[config.mk]
export PLATFORM = sky130hd
export DESIGN_NAME = colour_ramp_interpolator_flat
export DESIGN_NICKNAME = d
export VERILOG_FILES = /design/src/design/cri_pkg.sv /design/src/design/cri_if.sv /design/src/design/colour_ramp_interpolator.sv /design/src/design/cri_div.sv /design/src/flat_wrapper.sv
export VERILOG_INCLUDE_DIRS = /design/src /design/src/design
export SDC_FILE = /design/constraint.sdc
export NUM_CORES = 2
export LEC_CHECK = 0
export BUFFER_PORTS_ARGS = -buffer_cell sky130_fd_sc_hd__buf_2
export CORE_ASPECT_RATIO = 0.6
export CORE_UTILIZATION = 50
export DETAILED_ROUTE_END_ITERATION = 16
export GPL_TIMING_DRIVEN = 0
export HOLD_SLACK_MARGIN = 0.1
export PLACE_DENSITY = 0.67
export SLEW_MARGIN = 20
export SYNTH_ARGS = -nofsm -noshare
export SYNTH_HDL_FRONTEND = slang
export SYNTH_SLANG_ARGS = --single-unit
[constraint.sdc]
create_clock -name clk -period 10.4 [get_ports clk]
set_input_delay 0.52 -clock clk [delete_from_list [all_inputs] [get_ports clk]]
set_output_delay 0.52 -clock clk [all_outputs]
set_load 0.05 [all_outputs]
[src/design/colour_ramp_interpolator_macros.svh]
// assertion macros for the colour ramp interpolator
// used by the design modules, relies on clk and rst_n in the including scope
`ifndef COLOUR_RAMP_INTERPOLATOR_MACROS_SVH
`define COLOUR_RAMP_INTERPOLATOR_MACROS_SVH

// property holds at every edge out of reset
`define CRI_ASSERT(lbl, prop, msg) \
  lbl: assert property (@(posedge clk) disable iff (!rst_n) (prop)) else $error(msg);

// consequent holds in the same cycle as the antecedent
`define CRI_ASSERT_IMPL(lbl, ante, cons, msg) \
  lbl: assert property (@(posedge clk) disable iff (!rst_n) (ante) |-> (cons)) \
    else $error(msg);

// consequent holds in the cycle after the antecedent
`define CRI_ASSERT_NEXT(lbl, ante, cons, msg) \
  lbl: assert property (@(posedge clk) disable iff (!rst_n) (ante) |=> (cons)) \
    else $error(msg);

`endif

[src/design/cri_pkg.sv]
// shared constants, types and helper functions of the colour ramp interpolator
// no dependencies
package cri_pkg;

  // table geometry and time format
  localparam int MAX_KEYS  = 8;
  localparam int TIME_BITS = 16;
  localparam int TW        = TIME_BITS + 1;
  localparam int IW        = $clog2(MAX_KEYS);
  localparam int HW        = $clog2(MAX_KEYS + 1);
  // divider: quotient bits and numerator width
  localparam int QB        = TW;
  localparam int NW        = 32 + QB;
  localparam logic [TW-1:0] TIME_ONE = {1'b1, {TIME_BITS{1'b0}}};

  // request codes
  localparam logic [1:0] REQ_INSERT = 2'd0;
  localparam logic [1:0] REQ_CLEAR  = 2'd1;
  localparam logic [1:0] REQ_AFFECT = 2'd2;
  localparam logic [1:0] REQ_UNUSED = 2'd3;

  // colour operation and particle kind
  localparam logic CAO_SET      = 1'b0;
  localparam logic CAO_MULTIPLY = 1'b1;
  localparam logic KIND_VISUAL  = 1'b1;

  // register index
  localparam logic REG_COLOUR_MULTIPLY = 1'b0;

  typedef enum logic [3:0] {
    ST_IDLE,
    ST_ISCAN,
    ST_FDIV,
    ST_KSCAN,
    ST_CH_BEGIN,
    ST_CH_MUL,
    ST_CH_DSTART,
    ST_CH_DWAIT,
    ST_CH_MIX,
    ST_CH_SCALE,
    ST_DONE
  } st_t;

  typedef struct packed {
    logic busy;
    logic done;
  } div_stat_t;

  // one 8-bit channel of a packed rgba colour, red first
  function automatic logic [7:0] chan_of(input logic [31:0] c, input logic [1:0] ch);
    logic [7:0] v;
    case (ch)
      2'd0:    v = c[31:24];
      2'd1:    v = c[23:16];
      2'd2:    v = c[15:8];
      default: v = c[7:0];
    endcase
    return v;
  endfunction

  // floor(x / 255) for x below 65280, estimate plus one correction
  function automatic logic [7:0] div255(input logic [15:0] x);
    logic [15:0] sum;
    logic [7:0]  est;
    logic [16:0] r;
    sum = x + {8'd0, x[15:8]};
    est = sum[15:8];
    r   = {1'b0, x} - 17'({9'd0, est} * 17'd255);
    if (r >= 17'd255) begin
      est = est + 8'd1;
    end
    return est;
  endfunction

endpackage

[src/design/cri_if.sv]
// input and result channel interfaces of the colour ramp interpolator
// no dependencies
interface cri_in_if;
  logic        valid;
  logic        ready;
  logic [1:0]  req_type;
  logic [16:0] key_time;
  logic [7:0]  red;
  logic [7:0]  green;
  logic [7:0]  blue;
  logic [7:0]  alpha;
  logic        is_visual;
  logic [31:0] total_life;
  logic [31:0] remaining_life;
  modport source (output valid, req_type, key_time, red, green, blue, alpha, is_visual,
                  total_life, remaining_life, input ready);
  modport sink (input valid, req_type, key_time, red, green, blue, alpha, is_visual,
                total_life, remaining_life, output ready);
endinterface

interface cri_out_if;
  logic       valid;
  logic       ready;
  logic [7:0] out_red;
  logic [7:0] out_green;
  logic [7:0] out_blue;
  logic [7:0] out_alpha;
  logic       colour_written;
  logic       status;
  logic [3:0] key_count;
  modport source (output valid, out_red, out_green, out_blue, out_alpha, colour_written,
                  status, key_count, input ready);
  modport sink (input valid, out_red, out_green, out_blue, out_alpha, colour_written,
                status, key_count, output ready);
endinterface

[src/design/colour_ramp_interpolator.sv]
// top level: key table, sequencer and apb register of the colour ramp interpolator
// depends on cri_pkg, cri_if, cri_div and colour_ramp_interpolator_macros.svh
//
//  channel  | dir | handshake       | payload
//  in_ch    | in  | valid / ready   | req_type key_time rgba is_visual life
//  out_ch   | out | valid / ready   | rgba colour_written status key_count
//  apb      | in  | psel / penable  | colour_multiply at byte address 0
//
// one item at a time; in_ch.ready is high only in the idle state
// clear and unused requests go straight to the result; insert runs a sequential key scan
// affect: runs on the shared bit-serial divider
//   (life fraction when the life is valid, then one divide per interpolated channel)
// a result waits in the output register while the next item is taken
// reset is synchronous active low and empties the key table
`include "colour_ramp_interpolator_macros.svh"

module colour_ramp_interpolator (
  input  logic        clk,
  input  logic        rst_n,
  cri_in_if.sink      in_ch,
  cri_out_if.source   out_ch,
  input  logic        psel,
  input  logic        penable,
  input  logic        pwrite,
  input  logic [2:0]  paddr,
  input  logic [31:0] pwdata,
  output logic [31:0] prdata,
  output logic        pready
);

  localparam int TW = cri_pkg::TW;
  localparam int IW = cri_pkg::IW;
  localparam int HW = cri_pkg::HW;
  localparam int MK = cri_pkg::MAX_KEYS;

  cri_pkg::st_t state_r, state_nxt;

  logic [TW-1:0] times_r [MK];
  logic [TW-1:0] times_nxt [MK];
  logic [31:0]   cols_r [MK];
  logic [31:0]   cols_nxt [MK];
  logic [HW-1:0] held_r, held_nxt;
  logic          mult_r, mult_nxt;

  logic [HW-1:0] idx_r, idx_nxt;
  logic [1:0]    ch_r, ch_nxt;
  logic          have_next_r, have_next_nxt;
  logic [TW-1:0] t_new_r, t_new_nxt;
  logic [31:0]   col_new_r, col_new_nxt;
  logic [TW-1:0] frac_r, frac_nxt;
  logic [TW-1:0] t1_r, t1_nxt, t2_r, t2_nxt;
  logic [31:0]   c1_r, c1_nxt, c2_r, c2_nxt;
  logic [8+TW-1:0] prod_r, prod_nxt;
  logic [15:0]   mprod_r, mprod_nxt;
  logic [7:0]    col_r, col_nxt;
  logic [7:0]    origc_r [4];
  logic [7:0]    origc_nxt [4];
  logic [7:0]    resc_r [4];
  logic [7:0]    resc_nxt [4];
  logic          res_written_r, res_written_nxt;
  logic          res_status_r, res_status_nxt;

  logic          out_valid_r, out_valid_nxt;
  logic [7:0]    out_red_r, out_red_nxt, out_green_r, out_green_nxt;
  logic [7:0]    out_blue_r, out_blue_nxt, out_alpha_r, out_alpha_nxt;
  logic          out_written_r, out_written_nxt, out_status_r, out_status_nxt;
  logic [3:0]    out_count_r, out_count_nxt;

  logic                   div_start;
  logic [cri_pkg::NW-1:0] div_num;
  logic [31:0]            div_den;
  cri_pkg::div_stat_t     div_stat;
  logic [cri_pkg::QB-1:0] div_quo;

  logic          in_acc, out_free, cfg_wr;
  logic [31:0]   kt32, life_diff;
  logic [TW-1:0] t_sat, rd_t, dt, span;
  logic [31:0]   rd_c;
  logic          in_rng;
  logic [7:0]    c1ch, c2ch, mag, q8;

  cri_div u_div (
    .clk   (clk),
    .rst_n (rst_n),
    .start (div_start),
    .num   (div_num),
    .den   (div_den),
    .stat  (div_stat),
    .quo   (div_quo)
  );

  // handshakes and apb
  assign in_acc    = in_ch.valid && in_ch.ready;
  assign out_free  = !out_valid_r || out_ch.ready;
  assign in_ch.ready = (state_r == cri_pkg::ST_IDLE);
  assign cfg_wr    = psel && penable && pwrite && pready;
  assign pready    = 1'b1;
  assign prdata    = (paddr[2] == cri_pkg::REG_COLOUR_MULTIPLY) ? {31'd0, mult_r} : 32'd0;

  // operand preparation
  assign kt32      = 32'(in_ch.key_time);
  assign t_sat     = (kt32 > 32'(cri_pkg::TIME_ONE)) ? cri_pkg::TIME_ONE : TW'(kt32);
  assign life_diff = in_ch.total_life - in_ch.remaining_life;
  assign rd_t      = times_r[idx_r[IW-1:0]];
  assign rd_c      = cols_r[idx_r[IW-1:0]];
  assign in_rng    = idx_r < held_r;
  assign c1ch      = cri_pkg::chan_of(c1_r, ch_r);
  assign c2ch      = cri_pkg::chan_of(c2_r, ch_r);
  assign mag       = (c2ch >= c1ch) ? (c2ch - c1ch) : (c1ch - c2ch);
  assign dt        = frac_r - t1_r;
  assign span      = t2_r - t1_r;
  assign q8        = div_quo[7:0];

  // sequencer
  always_comb begin
    state_nxt       = state_r;
    times_nxt       = times_r;
    cols_nxt        = cols_r;
    held_nxt        = held_r;
    mult_nxt        = mult_r;
    idx_nxt         = idx_r;
    ch_nxt          = ch_r;
    have_next_nxt   = have_next_r;
    t_new_nxt       = t_new_r;
    col_new_nxt     = col_new_r;
    frac_nxt        = frac_r;
    t1_nxt          = t1_r;
    t2_nxt          = t2_r;
    c1_nxt          = c1_r;
    c2_nxt          = c2_r;
    prod_nxt        = prod_r;
    mprod_nxt       = mprod_r;
    col_nxt         = col_r;
    origc_nxt       = origc_r;
    resc_nxt        = resc_r;
    res_written_nxt = res_written_r;
    res_status_nxt  = res_status_r;
    out_valid_nxt   = out_valid_r;
    out_red_nxt     = out_red_r;
    out_green_nxt   = out_green_r;
    out_blue_nxt    = out_blue_r;
    out_alpha_nxt   = out_alpha_r;
    out_written_nxt = out_written_r;
    out_status_nxt  = out_status_r;
    out_count_nxt   = out_count_r;
    div_start       = 1'b0;
    div_num         = '0;
    div_den         = '0;

    // register write
    if (cfg_wr && paddr[2] == cri_pkg::REG_COLOUR_MULTIPLY) begin
      mult_nxt = pwdata[0];
    end

    // result beat taken
    if (out_valid_r && out_ch.ready) begin
      out_valid_nxt = 1'b0;
    end

    case (state_r)
      cri_pkg::ST_IDLE: begin
        if (in_acc) begin
          origc_nxt[0]    = in_ch.red;
          origc_nxt[1]    = in_ch.green;
          origc_nxt[2]    = in_ch.blue;
          origc_nxt[3]    = in_ch.alpha;
          for (int i = 0; i < 4; i++) begin
            resc_nxt[i] = 8'd0;
          end
          res_status_nxt  = 1'b0;
          res_written_nxt = 1'b0;
          idx_nxt         = '0;
          ch_nxt          = 2'd0;
          have_next_nxt   = 1'b0;
          t_new_nxt       = t_sat;
          col_new_nxt     = {in_ch.red, in_ch.green, in_ch.blue, in_ch.alpha};
          case (in_ch.req_type)
            cri_pkg::REQ_INSERT: begin
              state_nxt = cri_pkg::ST_ISCAN;
            end
            cri_pkg::REQ_CLEAR: begin
              held_nxt  = '0;
              state_nxt = cri_pkg::ST_DONE;
            end
            cri_pkg::REQ_AFFECT: begin
              resc_nxt[0] = in_ch.red;
              resc_nxt[1] = in_ch.green;
              resc_nxt[2] = in_ch.blue;
              resc_nxt[3] = in_ch.alpha;
              if (held_r == '0 || in_ch.is_visual != cri_pkg::KIND_VISUAL) begin
                state_nxt = cri_pkg::ST_DONE;
              end else if (in_ch.total_life != 32'd0 &&
                           in_ch.remaining_life <= in_ch.total_life) begin
                div_start = 1'b1;
                div_num   = cri_pkg::NW'({life_diff, {cri_pkg::TIME_BITS{1'b0}}});
                div_den   = in_ch.total_life;
                state_nxt = cri_pkg::ST_FDIV;
              end else begin
                frac_nxt  = '0;
                state_nxt = cri_pkg::ST_KSCAN;
              end
            end
            default: begin
              state_nxt = cri_pkg::ST_DONE;
            end
          endcase
        end
      end

      // walk to the first key at or after the new time
      cri_pkg::ST_ISCAN: begin
        if (in_rng && rd_t < t_new_r) begin
          idx_nxt = idx_r + HW'(1);
        end else begin
          if (in_rng && rd_t == t_new_r) begin
            cols_nxt[idx_r[IW-1:0]] = col_new_r;
          end else if (held_r == HW'(MK)) begin
            res_status_nxt = 1'b1;
          end else begin
            for (int j = 1; j < MK; j++) begin
              if (HW'(j) > idx_r && HW'(j) <= held_r) begin
                times_nxt[j] = times_r[j-1];
                cols_nxt[j]  = cols_r[j-1];
              end
            end
            times_nxt[idx_r[IW-1:0]] = t_new_r;
            cols_nxt[idx_r[IW-1:0]]  = col_new_r;
            held_nxt = held_r + HW'(1);
          end
          state_nxt = cri_pkg::ST_DONE;
        end
      end

      cri_pkg::ST_FDIV: begin
        if (div_stat.done) begin
          frac_nxt  = div_quo;
          state_nxt = cri_pkg::ST_KSCAN;
        end
      end

      // last key at or before the fraction, and the key after it
      cri_pkg::ST_KSCAN: begin
        if (idx_r == '0 || rd_t <= frac_r) begin
          t1_nxt        = rd_t;
          c1_nxt        = rd_c;
          have_next_nxt = 1'b0;
        end else if (!have_next_r) begin
          t2_nxt        = rd_t;
          c2_nxt        = rd_c;
          have_next_nxt = 1'b1;
        end
        idx_nxt = idx_r + HW'(1);
        if (idx_r + HW'(1) == held_r) begin
          state_nxt = cri_pkg::ST_CH_BEGIN;
        end
      end

      cri_pkg::ST_CH_BEGIN: begin
        if (have_next_r && frac_r > t1_r) begin
          state_nxt = cri_pkg::ST_CH_MUL;
        end else begin
          col_nxt   = c1ch;
          state_nxt = cri_pkg::ST_CH_MIX;
        end
      end

      cri_pkg::ST_CH_MUL: begin
        prod_nxt  = (8+TW)'(mag) * (8+TW)'(dt);
        state_nxt = cri_pkg::ST_CH_DSTART;
      end

      // rounded quotient (2*mag*dt + span) / (2*span)
      cri_pkg::ST_CH_DSTART: begin
        div_start = 1'b1;
        div_num   = cri_pkg::NW'({prod_r, 1'b0}) + cri_pkg::NW'(span);
        div_den   = 32'({span, 1'b0});
        state_nxt = cri_pkg::ST_CH_DWAIT;
      end

      cri_pkg::ST_CH_DWAIT: begin
        if (div_stat.done) begin
          col_nxt   = (c2ch >= c1ch) ? (c1ch + q8) : (c1ch - q8);
          state_nxt = cri_pkg::ST_CH_MIX;
        end
      end

      cri_pkg::ST_CH_MIX: begin
        if (mult_r == cri_pkg::CAO_MULTIPLY) begin
          mprod_nxt = 16'(col_r) * 16'(origc_r[ch_r]);
          state_nxt = cri_pkg::ST_CH_SCALE;
        end else begin
          resc_nxt[ch_r] = col_r;
          if (ch_r == 2'd3) begin
            res_written_nxt = 1'b1;
            state_nxt       = cri_pkg::ST_DONE;
          end else begin
            ch_nxt    = ch_r + 2'd1;
            state_nxt = cri_pkg::ST_CH_BEGIN;
          end
        end
      end

      cri_pkg::ST_CH_SCALE: begin
        resc_nxt[ch_r] = cri_pkg::div255(mprod_r + 16'd127);
        if (ch_r == 2'd3) begin
          res_written_nxt = 1'b1;
          state_nxt       = cri_pkg::ST_DONE;
        end else begin
          ch_nxt    = ch_r + 2'd1;
          state_nxt = cri_pkg::ST_CH_BEGIN;
        end
      end

      // hand the result to the output register
      cri_pkg::ST_DONE: begin
        if (out_free) begin
          out_valid_nxt   = 1'b1;
          out_red_nxt     = resc_r[0];
          out_green_nxt   = resc_r[1];
          out_blue_nxt    = resc_r[2];
          out_alpha_nxt   = resc_r[3];
          out_written_nxt = res_written_r;
          out_status_nxt  = res_status_r;
          out_count_nxt   = 4'(held_r);
          state_nxt       = cri_pkg::ST_IDLE;
        end
      end

      default: begin
        state_nxt = cri_pkg::ST_IDLE;
      end
    endcase
  end

  // control state
  always_ff @(posedge clk) begin
    if (!rst_n) begin
      state_r       <= cri_pkg::ST_IDLE;
      held_r        <= '0;
      mult_r        <= cri_pkg::CAO_SET;
      out_valid_r   <= 1'b0;
      idx_r         <= '0;
      ch_r          <= 2'd0;
      have_next_r   <= 1'b0;
    end else begin
      state_r       <= state_nxt;
      held_r        <= held_nxt;
      mult_r        <= mult_nxt;
      out_valid_r   <= out_valid_nxt;
      idx_r         <= idx_nxt;
      ch_r          <= ch_nxt;
      have_next_r   <= have_next_nxt;
    end
  end

  // key table and working payload
  always_ff @(posedge clk) begin
    times_r       <= times_nxt;
    cols_r        <= cols_nxt;
    t_new_r       <= t_new_nxt;
    col_new_r     <= col_new_nxt;
    frac_r        <= frac_nxt;
    t1_r          <= t1_nxt;
    t2_r          <= t2_nxt;
    c1_r          <= c1_nxt;
    c2_r          <= c2_nxt;
    prod_r        <= prod_nxt;
    mprod_r       <= mprod_nxt;
    col_r         <= col_nxt;
    origc_r       <= origc_nxt;
    resc_r        <= resc_nxt;
    res_written_r <= res_written_nxt;
    res_status_r  <= res_status_nxt;
    out_red_r     <= out_red_nxt;
    out_green_r   <= out_green_nxt;
    out_blue_r    <= out_blue_nxt;
    out_alpha_r   <= out_alpha_nxt;
    out_written_r <= out_written_nxt;
    out_status_r  <= out_status_nxt;
    out_count_r   <= out_count_nxt;
  end

  // result beat
  assign out_ch.valid          = out_valid_r;
  assign out_ch.out_red        = out_red_r;
  assign out_ch.out_green      = out_green_r;
  assign out_ch.out_blue       = out_blue_r;
  assign out_ch.out_alpha      = out_alpha_r;
  assign out_ch.colour_written = out_written_r;
  assign out_ch.status         = out_status_r;
  assign out_ch.key_count      = out_count_r;

  // checks
  `CRI_ASSERT_IMPL(a_idle_div_free, state_r == cri_pkg::ST_IDLE, !div_stat.busy, "divider busy while idle")
  `CRI_ASSERT_IMPL(a_div_done_wait, div_stat.done, state_r == cri_pkg::ST_FDIV || state_r == cri_pkg::ST_CH_DWAIT, "divider result not awaited")
  `CRI_ASSERT(a_held_max, held_r <= HW'(MK), "key count above table size")
  `CRI_ASSERT_NEXT(a_accept_busy, in_acc, state_r != cri_pkg::ST_IDLE, "accepted beat not worked on")

endmodule

[src/design/cri_div.sv]
// shared restoring divider, one quotient bit per cycle
// depends on cri_pkg
module cri_div (
  input  logic                    clk,
  input  logic                    rst_n,
  input  logic                    start,
  input  logic [cri_pkg::NW-1:0]  num,
  input  logic [31:0]             den,
  output cri_pkg::div_stat_t      stat,
  output logic [cri_pkg::QB-1:0]  quo
);

  localparam int CW = $clog2(cri_pkg::QB + 1);

  logic                   busy_r, busy_nxt;
  logic                   done_r, done_nxt;
  logic [CW-1:0]          cnt_r, cnt_nxt;
  logic [31:0]            rem_r, rem_nxt;
  logic [31:0]            den_r, den_nxt;
  logic [cri_pkg::QB-1:0] quo_r, quo_nxt;
  logic [32:0]            trial;
  logic                   ge;

  // one trial subtract per cycle
  always_comb begin
    trial    = {rem_r, quo_r[cri_pkg::QB-1]};
    ge       = trial >= {1'b0, den_r};
    busy_nxt = busy_r;
    done_nxt = 1'b0;
    cnt_nxt  = cnt_r;
    rem_nxt  = rem_r;
    den_nxt  = den_r;
    quo_nxt  = quo_r;
    if (start) begin
      rem_nxt  = num[cri_pkg::NW-1:cri_pkg::QB];
      quo_nxt  = num[cri_pkg::QB-1:0];
      den_nxt  = den;
      cnt_nxt  = CW'(cri_pkg::QB);
      busy_nxt = 1'b1;
    end else if (busy_r) begin
      rem_nxt = ge ? 32'(trial - {1'b0, den_r}) : trial[31:0];
      quo_nxt = {quo_r[cri_pkg::QB-2:0], ge};
      cnt_nxt = cnt_r - CW'(1);
      if (cnt_r == CW'(1)) begin
        busy_nxt = 1'b0;
        done_nxt = 1'b1;
      end
    end
  end

  // control state
  always_ff @(posedge clk) begin
    if (!rst_n) begin
      busy_r <= 1'b0;
      done_r <= 1'b0;
      cnt_r  <= '0;
    end else begin
      busy_r <= busy_nxt;
      done_r <= done_nxt;
      cnt_r  <= cnt_nxt;
    end
  end

  // operands
  always_ff @(posedge clk) begin
    rem_r <= rem_nxt;
    den_r <= den_nxt;
    quo_r <= quo_nxt;
  end

  assign stat.busy = busy_r;
  assign stat.done = done_r;
  assign quo       = quo_r;

endmodule

[src/flat_wrapper.sv]
// flat-port wrapper written by rule: the top's interface ports become plain ports
module colour_ramp_interpolator_flat 
  (clk, rst_n, psel, penable, pwrite, paddr, pwdata, prdata, pready, in_ch_valid, in_ch_req_type, in_ch_key_time, in_ch_red, in_ch_green, in_ch_blue, in_ch_alpha, in_ch_is_visual, in_ch_total_life, in_ch_remaining_life, in_ch_ready, out_ch_valid, out_ch_out_red, out_ch_out_green, out_ch_out_blue, out_ch_out_alpha, out_ch_colour_written, out_ch_status, out_ch_key_count, out_ch_ready);
  cri_in_if in_ch_i ();
  cri_out_if out_ch_i ();
  input  logic clk;
  input  logic rst_n;
  input  logic psel;
  input  logic penable;
  input  logic pwrite;
  input  logic [2:0] paddr;
  input  logic [31:0] pwdata;
  output logic [31:0] prdata;
  output logic pready;
  input wire logic [$bits(in_ch_i.valid)-1:0] in_ch_valid;
  input wire logic [$bits(in_ch_i.req_type)-1:0] in_ch_req_type;
  input wire logic [$bits(in_ch_i.key_time)-1:0] in_ch_key_time;
  input wire logic [$bits(in_ch_i.red)-1:0] in_ch_red;
  input wire logic [$bits(in_ch_i.green)-1:0] in_ch_green;
  input wire logic [$bits(in_ch_i.blue)-1:0] in_ch_blue;
  input wire logic [$bits(in_ch_i.alpha)-1:0] in_ch_alpha;
  input wire logic [$bits(in_ch_i.is_visual)-1:0] in_ch_is_visual;
  input wire logic [$bits(in_ch_i.total_life)-1:0] in_ch_total_life;
  input wire logic [$bits(in_ch_i.remaining_life)-1:0] in_ch_remaining_life;
  output wire logic [$bits(in_ch_i.ready)-1:0] in_ch_ready;
  output wire logic [$bits(out_ch_i.valid)-1:0] out_ch_valid;
  output wire logic [$bits(out_ch_i.out_red)-1:0] out_ch_out_red;
  output wire logic [$bits(out_ch_i.out_green)-1:0] out_ch_out_green;
  output wire logic [$bits(out_ch_i.out_blue)-1:0] out_ch_out_blue;
  output wire logic [$bits(out_ch_i.out_alpha)-1:0] out_ch_out_alpha;
  output wire logic [$bits(out_ch_i.colour_written)-1:0] out_ch_colour_written;
  output wire logic [$bits(out_ch_i.status)-1:0] out_ch_status;
  output wire logic [$bits(out_ch_i.key_count)-1:0] out_ch_key_count;
  input wire logic [$bits(out_ch_i.ready)-1:0] out_ch_ready;
  assign in_ch_i.valid = in_ch_valid;
  assign in_ch_i.req_type = in_ch_req_type;
  assign in_ch_i.key_time = in_ch_key_time;
  assign in_ch_i.red = in_ch_red;
  assign in_ch_i.green = in_ch_green;
  assign in_ch_i.blue = in_ch_blue;
  assign in_ch_i.alpha = in_ch_alpha;
  assign in_ch_i.is_visual = in_ch_is_visual;
  assign in_ch_i.total_life = in_ch_total_life;
  assign in_ch_i.remaining_life = in_ch_remaining_life;
  assign in_ch_ready = in_ch_i.ready;
  assign out_ch_valid = out_ch_i.valid;
  assign out_ch_out_red = out_ch_i.out_red;
  assign out_ch_out_green = out_ch_i.out_green;
  assign out_ch_out_blue = out_ch_i.out_blue;
  assign out_ch_out_alpha = out_ch_i.out_alpha;
  assign out_ch_colour_written = out_ch_i.colour_written;
  assign out_ch_status = out_ch_i.status;
  assign out_ch_key_count = out_ch_i.key_count;
  assign out_ch_i.ready = out_ch_ready;
  colour_ramp_interpolator u_core (.clk(clk), .rst_n(rst_n), .in_ch(in_ch_i), .out_ch(out_ch_i), .psel(psel), .penable(penable), .pwrite(pwrite), .paddr(paddr), .pwdata(pwdata), .prdata(prdata), .pready(pready));
endmodule
==> results.toml <==
[grt]
overflow = 0
grt_pass1_vias = 38030
grt_pass1_wl_mm = 257
grt_util_all_layers_pct = 34.5
grt_max_degree = 41
grt_antenna_before_repair = 9

[clock_tree]
insertion_delay_ns = 0.68
cts_buffers = 78
cts_htree_levels = 3
cts_root_buf = "clkbuf_16"
clock_sinks = 782
cts_tree = "built"
clkTransAtPathRegs_ns = 0.07
cts_max_path_buffers = 3

[placed_design]
dp_cells = 6239
placed_area_um2 = 53700
dpl.hpwl_mm = 134
gp_congestion = 1.02
port_buffers = 165

[timing]
slew_viol_final = 0
tns_ns = 0
hold_viol = 0
fin_crit_sh_pct = 96.6
slew_headroom_pct = 11.2
hold_slack_ns = 0.149
setup_viol = 0
clock.fmax_mhz = 99.5
finalCriticalPeriod_ns = 10.05
clock_skew_ns = 0.0294
worstMarginPinSlew_ns = 1.33

[drt]
drc_errors = 0
antenna_left = 0
vias = 41585
dr.first_iter.drc_count = 6394
vias_per_cell = 6.46
routed_wl_mm = 178
drt-pass1-iter-count = 10
wl_per_cell_um = 27.6

[min_path]
hp-class = "in -> reg"

[worst_setup_path]
crit_type = "reg -> reg"
crit_fanout = 6
max_stage_delay_ns = 0.54
critPathSlowestCell = "or4_1"
crit_arrival_ns = 10.46
end_kind = "register"
cp.required_ns = 10.81
start_kind = "register"

[yosys]
synth-async-reset-ratio_pct = 0
syn_area_um2 = 50200
synthCells = 4688
ys_seq_area_share_pct = 46.3
synth_flop_cell = "edfxtp_1"
ys_types = 90
ys_ff_latch = 782
synthesis.area_per_instance_um2 = 10.7
synth_warnings = 0
synth_edf_count = 758

[power]
power.total_uw = 18800
vdd_drop_max_mv = 0.912
power.density_nw_per_um2 = 331
power_leakage_uw = 0.0224

[floorplan]
start_util_pct = 50.8
core_area_um2 = 98900
die-area_um2 = 102000
ios = 231
num_rows = 89
fp.dieW_um = 411
die_h_um = 248

[finish]
final_cell_mix = "758 x edfxtp_1, 491 x nand2_1, 431 x inv_1, 320 x ha_1, 232 x a22oi_1"
syn_to_final_growth_pct = 13.2
fin_area_um2 = 56900
layoutNonFillerInstCount = 6435
final_common_cell = "edfxtp_1"
drive_gt1_share_pct = 9.58
layout.nets = 5693

[outcome]
outcome = "complete, no violations"

[run]
maxCapViolCount = 0
[repair_timing]
item                       CTS  global route
setup endpoints to repair   29            41
gates resized for setup     10            25
buffers inserted             0            12
pin swaps                    0             6
hold buffers                31             0
hold endpoints to repair    31             0
[layer usage]
layer	vias to the layer above	track usage [%]	share of wire [%]
li1	17848	-	-
met1	20209	53.2	43
met2	3152	41.6	36
met3	370	15.3	18
met4	6	10.3	3.1
met5	-	0.885	0.090
[sequential cells by signal, summed over array words and instances, names as in the netlist, 16 cells and up]
| signal | count |
|---|---|
| u_core.u_div.rem_r | 32 |
| u_core.mprod_r | 16 |
| u_core.t_new_r | 17 |
| u_core.u_div.den_r | 32 |
| u_core.u_div.quo | 17 |
| u_core.c1_r | 32 |
| u_core.cols_r | 256 |
| u_core.origc_r | 29 |
| u_core.t2_r | 17 |
| u_core.frac_r | 17 |
| u_core.prod_r | 25 |
| u_core.c2_r | 32 |
| u_core.times_r | 136 |
| u_core.resc_r | 32 |
| u_core.t1_r | 17 |
[stage by stage]
step | util, % | setup slack (ns)
after floorplan | - | 1.03
after global placement | 53.4 | -0.918
after detailed placement | 54.3 | -0.965
after CTS | 57.2 | 0.00980
after global routing | 57.5 | -0.0785
final | 57.5 | 0.351
[worst paths after layout]
check                                         from                          to  slack, ns  cells after the start
worst min-delay path            in_ch_key_time[13]          u_core.t_new_r[13]       0.15                      2
worst min register to register    u_core.held_r[2]  u_core.out_ch.key_count[2]       0.42                      0
worst max register to register   u_core.mprod_r[2]           u_core.resc_r[12]       0.35                     36
worst max-delay path             u_core.mprod_r[2]           u_core.resc_r[12]       0.35                     36
[worst max-delay path, delay by kind of cell (launching register included)]
family,cells,cell delay [ns]
and+or+nand+nor,11,3.11
adders and majority gates,6,2.61
AOI/OAI and AO/OA,9,2.17
buffers and inverters,6,0.67
xor gates and xnor gates,3,0.59
DFF,1,0.49
muxes,1,0.13
[synthesized netlist by cell type (all sizes together), types with 10 or more instances]
cell / count / area, um2
edfxtp: 758 / 22800
nand2: 491 / 1840
inv: 433 / 1630
ha: 320 / 4000
clkbuf: 235 / 882
a22oi: 232 / 1740
o21ai: 228 / 1140
nor2: 217 / 817
a22o: 211 / 1850
a21oi: 187 / 936
fa: 172 / 3440
xnor2: 118 / 1040
nand4: 83 / 519
and2: 81 / 507
xor2: 75 / 657
o22ai: 74 / 463
a21o: 71 / 533
nand3: 60 / 305
nor2b: 60 / 375
nand2b: 53 / 332
buf: 51 / 335
and3: 40 / 255
nor3: 39 / 200
o221ai: 36 / 322
nor4: 25 / 171
o21a: 25 / 188
or3: 25 / 156
dfxtp: 24 / 480
o21bai: 23 / 173
a211oi: 19 / 148
mux2i: 19 / 190
o211ai: 16 / 120
or2: 13 / 81.3
a31oi: 12 / 75.1
mux2: 11 / 124
o31ai: 11 / 82.6
a221oi: 10 / 87.6
[kinds of logic (layout without fill, tap and decap cells)]
| kind of cell | count (synthesis) | after routing | share of synthesized area (%) |
|---|---|---|---|
| AOI/OAI and AO/OA | 1240 | 1240 | 17.2 |
| and+or+nand+nor | 1219 | 1219 | 11.6 |
| DFF | 782 | 782 | 46.3 |
| buffers and inverters | 722 | 1106 | 5.68 |
| adders and majority gates | 492 | 492 | 14.8 |
| xor gates and xnor gates | 193 | 193 | 3.38 |
| muxes | 38 | 38 | 0.984 |
| other | 2 | 46 | 0.0149 |
[layout make-up]
| cell class | instances | area (um2) |
|---|---|---|
| Antenna cell | 14 | 35.0 |
| Buffer | 285 | 1240 |
| Clock buffer | 102 | 2100 |
| Clock inverter | 37 | 354 |
| Fill cell | 8460 | 42000 |
| Inverter | 436 | 1640 |
| Multi-Input combinational cell | 3214 | 24700 |
| Sequential cell | 782 | 23200 |
| Tap cell | 1319 | 1650 |
| Timing Repair Buffer | 246 | 1880 |
[report_power, final]
part           internal, uW  switching (uW)  total (uW)
Clock                  1540            1350        2880
Combinational          4640            6730       11400
Sequential             4360             217        4570
Total                 10500            8290       18800
(Power assumes the default switching activity.)
